$ cat config.mk
export PLATFORM = sky130hd
export DESIGN_NAME = stil_ctrl
export DESIGN_NICKNAME = d
export VERILOG_FILES = /design/src/rtl/core/stil_pkg.sv /design/src/rtl/core/stil_ctrl.sv
export SDC_FILE = /design/constraint.sdc
export NUM_CORES = 1
export LEC_CHECK = 0
export ABC_CLOCK_PERIOD_IN_PS = 3700
export BUFFER_PORTS_ARGS = -buffer_cell sky130_fd_sc_hd__buf_2
export CELL_PAD_IN_SITES_DETAIL_PLACEMENT = 1
export CELL_PAD_IN_SITES_GLOBAL_PLACEMENT = 1
export CORE_AREA = 2 2 39 41
export CTS_CLUSTER_SIZE = 8
export DETAILED_ROUTE_END_ITERATION = 8
export DIE_AREA = 0 0 41 43
export PLACE_DENSITY_LB_ADDON = 0.1
export SYNTH_ARGS = -nofsm -noshare
export SYNTH_HDL_FRONTEND = slang
export SYNTH_SLANG_ARGS = --single-unit
export TNS_END_PERCENT = 20
$ cat constraint.sdc
create_clock -name clk -period 3.7 [get_ports clk]
set_input_delay 0.74 -clock clk [delete_from_list [all_inputs] [get_ports clk]]
set_output_delay 0.74 -clock clk [all_outputs]
set_load 0.02 [all_outputs]
$ cat src/rtl/core/stil_pkg.sv
// Package with the types and constants of the sampled table lookup.
`timescale 1ns / 1ps
package stil_pkg;

    localparam logic [1:0] MODE_LOAD_TIME  = 2'd0;
    localparam logic [1:0] MODE_LOAD_VALUE = 2'd1;
    localparam logic [1:0] MODE_QUERY      = 2'd2;

    localparam logic [1:0] CFG_SAMPLE_COUNT  = 2'd0;
    localparam logic [1:0] CFG_CHANNEL_COUNT = 2'd1;
    localparam logic [1:0] CFG_ANALOG_MASK   = 2'd2;

    localparam int DIV_STEPS = 33;

    typedef struct packed {
        logic [1:0]         mode;
        logic [9:0]         entry_index;
        logic [2:0]         channel;
        logic signed [47:0] time_value;
        logic signed [31:0] sample_value;
        logic               sample_valid;
    } in_item_t;

    typedef struct packed {
        logic signed [31:0] result_value;
        logic               result_valid;
    } out_item_t;

    typedef enum logic [3:0] {
        S_IDLE,
        S_RD_FIRST,
        S_RD_LAST,
        S_CHK_RANGE,
        S_SEARCH_RD,
        S_SEARCH_CMP,
        S_RD_I,
        S_RD_NEXT,
        S_EVAL,
        S_PREP,
        S_DIV,
        S_EMIT_NAN,
        S_EMIT_V0,
        S_EMIT_INT
    } state_t;

    typedef enum logic [3:0] {
        OP_NONE,
        OP_RD_FIRST,
        OP_RD_LAST,
        OP_CHK_RANGE,
        OP_SEARCH_RD,
        OP_SEARCH_CMP,
        OP_RD_I,
        OP_RD_NEXT,
        OP_EVAL,
        OP_PREP,
        OP_DIV,
        OP_EMIT_NAN,
        OP_EMIT_V0,
        OP_EMIT_INT
    } dp_op_t;

    typedef struct packed {
        dp_op_t op;
        logic   accept;
    } ctrl_cmd_t;

    typedef struct packed {
        logic is_query;
        logic pre_ok;
        logic range_ok;
        logic search_more;
        logic hold;
        logic div_skip;
        logic div_last;
    } dp_status_t;

endpackage

$ cat src/rtl/core/stil_ctrl.sv
// Controller state machine that sequences search, fetch and divide.
`timescale 1ns / 1ps
module stil_ctrl
(
    input  logic                 clk,
    input  logic                 rst_n,
    input  logic                 start,
    input  stil_pkg::dp_status_t status,
    output stil_pkg::ctrl_cmd_t  cmd,
    output logic                 busy
);

    stil_pkg::state_t state_reg;
    stil_pkg::state_t state_next;

    always_ff @(posedge clk or negedge rst_n)
    begin
        if (!rst_n)
        begin
            state_reg <= stil_pkg::S_IDLE;
        end
        else
        begin
            state_reg <= state_next;
        end
    end

    always_comb
    begin
        state_next = state_reg;
        case (state_reg)
            stil_pkg::S_IDLE:
            begin
                if (start && status.is_query)
                begin
                    state_next = stil_pkg::S_RD_FIRST;
                end
            end
            stil_pkg::S_RD_FIRST:
            begin
                state_next = status.pre_ok ? stil_pkg::S_RD_LAST : stil_pkg::S_EMIT_NAN;
            end
            stil_pkg::S_RD_LAST:     state_next = stil_pkg::S_CHK_RANGE;
            stil_pkg::S_CHK_RANGE:
            begin
                state_next = status.range_ok ? stil_pkg::S_SEARCH_RD : stil_pkg::S_EMIT_NAN;
            end
            stil_pkg::S_SEARCH_RD:
            begin
                state_next = status.search_more ? stil_pkg::S_SEARCH_CMP : stil_pkg::S_RD_I;
            end
            stil_pkg::S_SEARCH_CMP:  state_next = stil_pkg::S_SEARCH_RD;
            stil_pkg::S_RD_I:        state_next = stil_pkg::S_RD_NEXT;
            stil_pkg::S_RD_NEXT:     state_next = stil_pkg::S_EVAL;
            stil_pkg::S_EVAL:
            begin
                state_next = status.hold ? stil_pkg::S_EMIT_V0 : stil_pkg::S_PREP;
            end
            stil_pkg::S_PREP:
            begin
                state_next = status.div_skip ? stil_pkg::S_EMIT_V0 : stil_pkg::S_DIV;
            end
            stil_pkg::S_DIV:
            begin
                if (status.div_last)
                begin
                    state_next = stil_pkg::S_EMIT_INT;
                end
            end
            stil_pkg::S_EMIT_NAN:    state_next = stil_pkg::S_IDLE;
            stil_pkg::S_EMIT_V0:     state_next = stil_pkg::S_IDLE;
            stil_pkg::S_EMIT_INT:    state_next = stil_pkg::S_IDLE;
            default:                 state_next = stil_pkg::S_IDLE;
        endcase
    end

    always_comb
    begin
        cmd.accept = 1'b0;
        cmd.op     = stil_pkg::OP_NONE;
        busy       = 1'b1;
        case (state_reg)
            stil_pkg::S_IDLE:
            begin
                busy       = 1'b0;
                cmd.accept = start;
            end
            stil_pkg::S_RD_FIRST:   cmd.op = stil_pkg::OP_RD_FIRST;
            stil_pkg::S_RD_LAST:    cmd.op = stil_pkg::OP_RD_LAST;
            stil_pkg::S_CHK_RANGE:  cmd.op = stil_pkg::OP_CHK_RANGE;
            stil_pkg::S_SEARCH_RD:  cmd.op = stil_pkg::OP_SEARCH_RD;
            stil_pkg::S_SEARCH_CMP: cmd.op = stil_pkg::OP_SEARCH_CMP;
            stil_pkg::S_RD_I:       cmd.op = stil_pkg::OP_RD_I;
            stil_pkg::S_RD_NEXT:    cmd.op = stil_pkg::OP_RD_NEXT;
            stil_pkg::S_EVAL:       cmd.op = stil_pkg::OP_EVAL;
            stil_pkg::S_PREP:       cmd.op = stil_pkg::OP_PREP;
            stil_pkg::S_DIV:        cmd.op = stil_pkg::OP_DIV;
            stil_pkg::S_EMIT_NAN:   cmd.op = stil_pkg::OP_EMIT_NAN;
            stil_pkg::S_EMIT_V0:    cmd.op = stil_pkg::OP_EMIT_V0;
            stil_pkg::S_EMIT_INT:   cmd.op = stil_pkg::OP_EMIT_INT;
            default:                cmd.op = stil_pkg::OP_NONE;
        endcase
    end

endmodule

==> out/metrics.csv, run 1 <==
metric,value,unit
Overflow after GRT,0,
# setup viols final,0,
WP buf/inv,1,
Max-cap violations,0,
CTS tree,yes,
first-pass GRT wire length,1580,um
synthesized net count,61,
synthesized flop and latch total,4,
remaining antenna violation count,0,
I/O Buffers,15,
pre-CTS setup slack,1.57,ns
Worst Hold Class,in -> async,
DRC Markers,0,
Vias,406,
clk_skew,0.000331,ns
R2R cell count,3,
Slowest cell on crit path,dfrtp_1,
CP cell instances,nor4_1 -> and2_1 -> buf_2,
post-DP HPWL,686,um
LEAKAGE,0.209,nW
Synth cell types,25,
CP Launch Type,flip-flop,
Synth Instances,51,
CP top delay family,simple AND/OR/NAND/NOR gates,
critical path arrival,1.62,ns
CP required,2.96,ns
number of hold buffers added after CTS,0,
root buf cell,clkbuf_4,
Slew @ Worst Pin,0.521,ns
Initial Util,27.8,%
Placeable Area,1380,um^2
Synth Flop Type,dfrtp_1,
Critical Path Fanout Max,17,
gr usage total,13.6,%
Die Ht,43,um
DRT iter0 DRCs,8,
Critical Setup Path Class,reg -> out,
Synth Cell Area,384,um^2
Max Used Layer,met3,
minimum clock period,2.36,ns
largest net degree at the start of global routing,18,
sequential area share after synthesis,26.1,%
drt total wl,973,um
reg2reg setup slack,2.08,ns
Synthesis Warnings,0,
WL per Instance,12.2,um
worst rel slew slack,65.3,%
post-cts gate resize count,0,
Die Width,41,um
routed wl met2,470,um
Final Hold Viols,0,
Avg Inst Size Synth,7.53,um^2
clock slew at reported path FFs,0.04,ns
NumNets Final,76,
count of TritonRoute iterations in the first routing pass,3,
post-route design area,475,um^2
Fmax achieved,0.423,GHz
worst r2r src,state_reg[1]$_DFFE_PN0P_,
Die Area,1760,um^2
Crit Reg-Reg Endpoint,state_reg[0]$_DFFE_PN0P_,
Area growth syn-to-layout,23.8,%
Peak VDD IR,0.000257,V
asr flop ratio synth,100,%
worst skew pair latency,0.23,ns
Placed Area,453,um^2
Slew Limit Fails,0,
status,"complete, no violations",
crit end category,output port,
Metal-1 WL,450,um
pwr/cell area,885,nW/um^2
DR vias/cell,5.08,
htree depth,1,
max reg flops,4,
Post-CTS Setup Inserts,0,
vias in the first global route,370,
number of synthesized flops with an enable pin,0,
share of layout cells above drive strength 1,32.8,%
Cell Rows,14,
CTS sink cnt,4,
metal3 WL,53,um
RSZ-0062 raised after global routing,false,
crit share post-route,63.8,%
Setup TNS,0,ns
Stages on worst setup path,3,
GP Congestion,0.628,
Ports,16,
final worst slack,1.34,ns
worst-case clock buffer depth,2,
n_diodes,0,
initial antenna violation count,0,
largest stage delay on the critical path,0.56,ns
CTS buffer count,3,
[power breakdown]
group          switching, W  internal (W)  leakage (nW)
Combinational      0.000120      0.000105         0.145
Sequential        0.0000771     0.0000646        0.0498
Clock             0.0000176     0.0000363        0.0138
Total              0.000214      0.000206         0.209
[per-stage QoR]
step / hold slack, ns / total power (W) / instances / util, %
after detailed placement: 0.545 / 0.000370 / 77 / 32.7
after global routing: 0.298 / 0.000460 / 80 / 34.4
after CTS: 0.293 / 0.000426 / 80 / 34.4
final: 0.300 / 0.000421 / 80 / 34.4
after floorplan: 0.444 / 0.000316 / 51 / -
after global placement: 0.549 / 0.000373 / 77 / 32.7
[cells by family after synthesis]
logic type      after synthesis  share of synthesized area [%]
compound gates               17                           27.0
simple gates                 21                           33.2
buf+inv                       8                           9.77
mux                           1                           3.91
flops                         4                           26.1
[per-layer routing]
layer | vias up | track usage [%]
met1 | 181 | 16.5
met3 | 0 | 1.57
met4 | 0 | 10.0
li1 | 211 | -
met2 | 14 | 20.6
met5 | - | 0
[cell type report]
cell class                      count  area (um^2)
Inverter                            3         11.3
Timing Repair Buffer               15         75.1
Sequential cell                     4          100
Tap cell                           16         20.0
Multi-Input combinational cell     39          246
Clock buffer                        3         22.5
Fill cell                         177          908
[worst register-to-register path, stage by stage (launching register included)]
cell     delay (ns)
dfrtp_1        0.66
mux2_4         0.34
or4_4          0.43
a21oi_2        0.12
[cell usage in the layout (no fill, tap or decap), types with 3 or more instances in the layout]
master     n
buf_2     15
a21oi_1    8
nand2_1    5
dfrtp_1    4
inv_1      3
clkbuf_4   3
[synth_stat cells (2+ instances only)]
| library cell | count | area (um^2) |
|---|---|---|
| inv_1 | 3 | 11.3 |
| a21boi_0 | 2 | 15.0 |
| nand3b_1 | 2 | 15.0 |
| clkbuf_1 | 4 | 15.0 |
| nand2_1 | 5 | 18.8 |
| nor3_1 | 2 | 10.0 |
| a21oi_1 | 8 | 40.0 |
| nor2_1 | 2 | 7.51 |
| dfrtp_1 | 4 | 100 |
| o21ai_0 | 2 | 10.0 |
| nand4b_1 | 2 | 17.5 |
| nand2b_1 | 2 | 12.5 |
[worst max-delay path by stage]
| stage | end | from |
|---|---|---|
| finish | cmd[0] | state_reg[1]$_DFFE_PN0P_ |
| detailed placement | cmd[0] | state_reg[1]$_DFFE_PN0P_ |
| global route | cmd[0] | state_reg[1]$_DFFE_PN0P_ |
| floorplan | cmd[2] | state_reg[1]$_DFFE_PN0P_ |
| CTS | cmd[0] | state_reg[1]$_DFFE_PN0P_ |
| global placement | cmd[0] | state_reg[1]$_DFFE_PN0P_ |
No activity file was read; power rests on OpenSTA's default activity.
==> run 2: changes to the inputs <==
--- a/config.mk
+++ b/config.mk
@@ -5,14 +5,13 @@
 export SDC_FILE = /design/constraint.sdc
 export NUM_CORES = 1
 export LEC_CHECK = 0
-export ABC_CLOCK_PERIOD_IN_PS = 3700
+export ABC_CLOCK_PERIOD_IN_PS = 1900
 export BUFFER_PORTS_ARGS = -buffer_cell sky130_fd_sc_hd__buf_2
 export CELL_PAD_IN_SITES_DETAIL_PLACEMENT = 1
 export CELL_PAD_IN_SITES_GLOBAL_PLACEMENT = 1
-export CORE_AREA = 2 2 39 41
+export CORE_UTILIZATION = 27
 export CTS_CLUSTER_SIZE = 8
 export DETAILED_ROUTE_END_ITERATION = 8
-export DIE_AREA = 0 0 41 43
 export PLACE_DENSITY_LB_ADDON = 0.1
 export SYNTH_ARGS = -nofsm -noshare
 export SYNTH_HDL_FRONTEND = slang
==> constraint.sdc (replaced) <==
create_clock -name clk -period 1.9 [get_ports clk]
set_input_delay 0.38 -clock clk [delete_from_list [all_inputs] [get_ports clk]]
set_output_delay 0.38 -clock clk [all_outputs]
set_load 0.02 [all_outputs]
==> out/metrics.csv, run 2 (same netlist as run 1, synthesis figures left out) <==
metric,value,unit,change
status,"complete, no violations",,
pwr/cell area,1730,nW/um^2,+95%
reg2reg setup slack,0.40,ns,-1.68 ns
worst r2r src,state_reg[1]$_DFFE_PN0P_,,
DR vias/cell,5.01,,-1.2%
CTS buffer count,3,,unchanged
share of total power in combinational logic,71.0,%,+17 points
CTS tree,yes,,
CTS sink cnt,4,,unchanged
final worst slack,0.162,ns,-1.18 ns
Post-CTS Setup Inserts,0,,unchanged
n_diodes,0,,unchanged
worst rel slew slack,72.5,%,+7.2 points
number of hold buffers added after CTS,1,,+1
worst skew pair latency,0.24,ns,about the same
htree depth,1,,unchanged
pre-CTS setup slack,0.406,ns,-1.16 ns
Worst Hold Class,in -> async,,
drt total wl,1050,um,+7.7%
NumNets Final,81,,+6.6%
WP buf/inv,1,,unchanged
Placeable Area,1320,um^2,-4.8%
Die Ht,39.7,um,-7.6%
Sw Ratio,48.8,%,-2.1 points
max reg flops,4,,unchanged
GP Congestion,0.662,,+5.5%
Vias,421,,+3.7%
root buf cell,clkbuf_4,,
Ports,16,,unchanged
DRT iter0 DRCs,7,,-1
CP top delay family,simple AND/OR/NAND/NOR gates,,
Max-cap violations,0,,unchanged
share of layout cells above drive strength 1,36.2,%,+3.4 points
count of TritonRoute iterations in the first routing pass,4,,+1
post-cts gate resize count,0,,unchanged
Fmax achieved,0.575,GHz,
Die Area,1580,um^2,-11%
remaining antenna violation count,0,,unchanged
worst-case clock buffer depth,2,,unchanged
Placed Instances,80,,+3.9%
Area growth syn-to-layout,33.9,%,
Peak VDD IR,0.000395,V,+54%
I/O Buffers,15,,unchanged
Slowest cell on crit path,nor4_1,,
"most common cell after layout, fill and taps aside",buf_2,,
Slew Limit Fails,0,,unchanged
post-DP HPWL,766,um,+12%
Clk pwr share,11.9,%,-0.9 points
fin cells,84,,+5.0%
Critical Setup Path Class,reg -> out,,
CP required,1.52,ns,-1.44 ns
sequential power share,17.1,%,-17 points
Crit Reg-Reg Endpoint,state_reg[0]$_DFFE_PN0P_,,
gr usage total,16.5,%,+2.9 points
largest net degree at the start of global routing,17,,-1
Final Hold Viols,0,,unchanged
clock slew at reported path FFs,0.04,ns,about the same
first-pass GRT wire length,1700,um,+7.4%
CP cell instances,nor4_1 -> and2_1 -> buf_2,,
LEAKAGE,0.233,nW,+12%
P_sw,0.000433,W,+100%
Critical Path Fanout Max,3,,-14
Layout fillers,174,,-1.7%
clk_skew,0.00432,ns,+0.00399 ns
internal power,0.000454,W,+120%
WL per Instance,12.5,um,+2.6%
critical path arrival,1.36,ns,-0.26 ns
Setup TNS,0,ns,unchanged
Slew @ Worst Pin,0.408,ns,-0.112 ns
Overflow after GRT,0,,unchanged
largest stage delay on the critical path,0.42,ns,-0.14 ns
Die Width,39.7,um,-3.1%
RSZ-0062 raised after global routing,false,,
crit share post-route,91.5,%,
vias in the first global route,406,,+9.7%
initial antenna violation count,0,,unchanged
Initial Util,29.2,%,+1.4 points
minimum clock period,1.74,ns,
most frequent cells in the layout,"15 x buf_2, 8 x a21oi_1, 5 x nand2_1, 4 x buf_4, 4 x dfrtp_1",,
# setup viols final,0,,unchanged
DRC Markers,0,,unchanged
Cell Rows,13,,-1
crit end category,output port,,
R2R cell count,4,,+1
CP Launch Type,flip-flop,,
## run 2: changes by cell type in the layout (fill, tap and decap cells not counted)
cell           previous run  this run
dlygate4sd3_1             0         1
buf_4                     0         4
## run 2: layout make-up
type	count	area (um^2)	share of cell area, %
Timing Repair Buffer	20	115	22.4
Sequential cell	4	100	19.5
Multi-Input combinational cell	39	246	47.9
Inverter	3	11.3	2.19
Clock buffer	3	22.5	4.38
Tap cell	15	18.8	3.65
## run 2: worst max path at each step
| stage | end | slack, ns | from | depth (start not counted) |
|---|---|---|---|---|
| after global placement | state_reg[0]$_DFFE_PN0P_ | 0.43 | state_reg[1]$_DFFE_PN0P_ | 4 |
| after detailed placement | state_reg[0]$_DFFE_PN0P_ | 0.41 | state_reg[1]$_DFFE_PN0P_ | 4 |
| after CTS | cmd[0] | 0.14 | state_reg[1]$_DFFE_PN0P_ | 3 |
| after global routing | cmd[0] | 0.03 | state_reg[1]$_DFFE_PN0P_ | 3 |
| final | cmd[0] | 0.16 | state_reg[1]$_DFFE_PN0P_ | 3 |
| after floorplan | cmd[2] | 0.28 | state_reg[1]$_DFFE_PN0P_ | 3 |
## run 2: per-stage QoR
step	cell area (um^2)	hold slack, ns	total power [W]	utilization [%]
2_1_floorplan	384	0.0844	0.000616	-
3_3_place_gp	482	0.187	0.000782	36.6
5_1_grt	514	0.491	0.000978	39.0
6_report	514	0.476	0.000887	39.0
3_5_place_dp	482	0.189	0.000784	36.6
4_1_cts	514	0.479	0.000897	39.0
## run 2: per-layer routing
layer / vias to the layer above / track usage (%) / wire (um)
li1: 221 / - / -
met1: 188 / 19.8 / 525
met2: 12 / 27.5 / 491
met3: 0 / 0 / 30
met4: 0 / 12.9 / 0
met5: - / 0 / 0
## run 2: power groups by stage
stage	sequential, W	clock [W]	combinational (W)
after global placement	0.000148	0	0.000634
after global routing	0.000157	0.000116	0.000705
after floorplan	0.000156	0	0.000460
after detailed placement	0.000153	0	0.000630
final	0.000151	0.000105	0.000630
after CTS	0.000153	0.000111	0.000633
## run 2: worst register-to-register path, cell delays in order, from the launching register on
cell and delay, ns:
dfrtp_1 0.37, buf_4 0.19, mux2_4 0.31, or4_4 0.43, a21oi_2 0.13
==> run 3: changes to the inputs <==
--- a/config.mk
+++ b/config.mk
@@ -5,15 +5,15 @@
 export SDC_FILE = /design/constraint.sdc
 export NUM_CORES = 1
 export LEC_CHECK = 0
-export ABC_CLOCK_PERIOD_IN_PS = 1900
+export ABC_CLOCK_PERIOD_IN_PS = 2000
 export BUFFER_PORTS_ARGS = -buffer_cell sky130_fd_sc_hd__buf_2
 export CELL_PAD_IN_SITES_DETAIL_PLACEMENT = 1
 export CELL_PAD_IN_SITES_GLOBAL_PLACEMENT = 1
-export CORE_UTILIZATION = 27
+export CORE_AREA = 2 2 39 41
 export CTS_CLUSTER_SIZE = 8
 export DETAILED_ROUTE_END_ITERATION = 8
+export DIE_AREA = 0 0 41 43
 export PLACE_DENSITY_LB_ADDON = 0.1
 export SYNTH_ARGS = -nofsm -noshare
 export SYNTH_HDL_FRONTEND = slang
 export SYNTH_SLANG_ARGS = --single-unit
-export TNS_END_PERCENT = 20
==> constraint.sdc (replaced) <==
create_clock -name clk -period 2 [get_ports clk]
set_input_delay 0.4 -clock clk [delete_from_list [all_inputs] [get_ports clk]]
set_output_delay 0.4 -clock clk [all_outputs]
set_load 0.02 [all_outputs]
==> out/metrics.csv, run 3 (same netlist as run 1, synthesis figures left out) <==
metric,value,unit,change
status,"complete, no violations",,
Peak VDD IR,0.000376,V,-4.9%
sequential power share,17.0,%,about the same
CTS buffer count,3,,unchanged
RSZ-0062 raised after global routing,false,,
DRC Markers,0,,unchanged
WL per Instance,12.0,um,-3.4%
vias in the first global route,406,,unchanged
Initial Util,27.8,%,-1.4 points
reg2reg setup slack,0.49,ns,+0.09 ns
Ports,16,,unchanged
CTS sink cnt,4,,unchanged
post-DP HPWL,760,um,-0.72%
clock slew at reported path FFs,0.04,ns,about the same
R2R cell count,4,,unchanged
Max-cap violations,0,,unchanged
critical path arrival,1.36,ns,about the same
CTS tree,yes,,
Slew Limit Fails,0,,unchanged
Post-CTS Setup Inserts,0,,unchanged
drt total wl,1020,um,-2.3%
post-route design area,515,um^2,+0.24%
minimum clock period,1.76,ns,
CP required,1.60,ns,+0.08 ns
count of TritonRoute iterations in the first routing pass,3,,-1
post-cts gate resize count,0,,unchanged
"most common cell after layout, fill and taps aside",buf_2,,
Die Area,1760,um^2,+12%
Setup TNS,0,ns,unchanged
Final Util,37.3,%,-1.8 points
Critical Path Fanout Max,3,,unchanged
# setup viols final,0,,unchanged
CP Launch Type,flip-flop,,
Hold Worst Slack,0.494,ns,+0.0176 ns
clk_skew,0.00451,ns,+0.000187 ns
Overflow after GRT,0,,unchanged
DRT iter0 DRCs,1,,-6
Fmax achieved,0.567,GHz,
LEAKAGE,0.233,nW,unchanged
most frequent cells in the layout,"15 x buf_2, 8 x a21oi_1, 5 x nand2_1, 4 x buf_4, 4 x dfrtp_1",,
Clk pwr share,12.0,%,about the same
Placed Area,483,um^2,+0.26%
gr usage total,14.5,%,-2.1 points
share of layout cells above drive strength 1,36.2,%,unchanged
worst rel slew slack,72.6,%,about the same
I/O Buffers,15,,unchanged
first-pass GRT wire length,1700,um,+0.41%
largest net degree at the start of global routing,17,,unchanged
Final Hold Viols,0,,unchanged
root buf cell,clkbuf_4,,
share of total power in combinational logic,71.0,%,about the same
internal power,0.000431,W,-5.0%
P_sw,0.000403,W,-7.0%
Cell Rows,14,,+1
DR vias/cell,5.04,,+0.47%
remaining antenna violation count,0,,unchanged
Crit Reg-Reg Endpoint,state_reg[0]$_DFFE_PN0P_,,
Area growth syn-to-layout,34.2,%,
initial antenna violation count,0,,unchanged
largest stage delay on the critical path,0.42,ns,about the same
Die Ht,43,um,+8.3%
Sw Ratio,48.3,%,-0.53 points
crit share post-route,88.2,%,
CP cell instances,nor4_1 -> and2_1 -> buf_2,,
Placeable Area,1380,um^2,+5.0%
GP Congestion,0.643,,-2.9%
NumNets Final,81,,unchanged
n_diodes,0,,unchanged
crit end category,output port,,
worst skew pair latency,0.24,ns,about the same
Slowest cell on crit path,nor4_1,,
pwr/cell area,1620,nW/um^2,-6.2%
Slew @ Worst Pin,0.408,ns,-0.000598 ns
worst-case clock buffer depth,2,,unchanged
Die Width,41,um,+3.2%
Vias,428,,+1.7%
Critical Setup Path Class,reg -> out,,
worst r2r src,state_reg[1]$_DFFE_PN0P_,,
max reg flops,4,,unchanged
htree depth,1,,unchanged
Worst Hold Class,in -> async,,
-- run 3: cell counts in the layout (fill, tap and decap cells not counted) --
Identical to the previous run, type by type.
-- run 3: what timing repair did --
| item | 4_1_cts | 5_1_grt |
|---|---|---|
| endpoints found under the hold margin | 4 | 0 |
| endpoints found under the setup margin | 0 | 0 |
| hold buffers | 1 | 0 |
-- run 3: power groups by stage --
| stage | Sequential [W] | Clock (W) | Combinational [W] |
|---|---|---|---|
| final | 0.000142 | 0.0000998 | 0.000592 |
| after detailed placement | 0.000144 | 0 | 0.000597 |
| after global placement | 0.000142 | 0 | 0.000603 |
| after CTS | 0.000144 | 0.000107 | 0.000601 |
| after global routing | 0.000147 | 0.000111 | 0.000664 |
| after floorplan | 0.000148 | 0 | 0.000437 |
-- run 3: layout make-up --
class / instances / area, um^2
Multi-Input combinational cell: 39 / 246
Inverter: 3 / 11.3
Sequential cell: 4 / 100
Timing Repair Buffer: 20 / 115
Tap cell: 16 / 20.0
Fill cell: 181 / 868
Clock buffer: 3 / 22.5
-- run 3: how the worst max path moves through the flow --
stage,start,end,slack [ns]
after floorplan,state_reg[1]$_DFFE_PN0P_,cmd[2],0.36
after global placement,state_reg[0]$_DFFE_PN0P_,cmd[0],0.52
after detailed placement,state_reg[1]$_DFFE_PN0P_,cmd[0],0.45
after CTS,state_reg[1]$_DFFE_PN0P_,cmd[0],0.19
after global routing,state_reg[1]$_DFFE_PN0P_,cmd[0],0.11
final,state_reg[1]$_DFFE_PN0P_,cmd[0],0.24
-- run 3: routing by layer --
metal  track usage, %  vias to the layer above  wire length [um]
met2             20.3                       12               511
met1             18.6                      195               461
li1                 -                      221                 -
met5                0                        -                 0
met3             1.57                        0                51
met4             12.0                        0                 0
-- run 3: through the flow --
stage / std cells / setup WS (ns) / power (W)
final: 85 / 0.236 / 0.000834
after global routing: 85 / 0.113 / 0.000921
after CTS: 85 / 0.186 / 0.000852
after detailed placement: 81 / 0.446 / 0.000742
after global placement: 81 / 0.516 / 0.000745
after floorplan: 51 / 0.364 / 0.000585
-- run 3: worst max-delay path: cells and delay by family (launching register included) --
family        cells  cell delay, ns
flops             1            0.38
buf+inv           1            0.15
simple gates      2            0.60
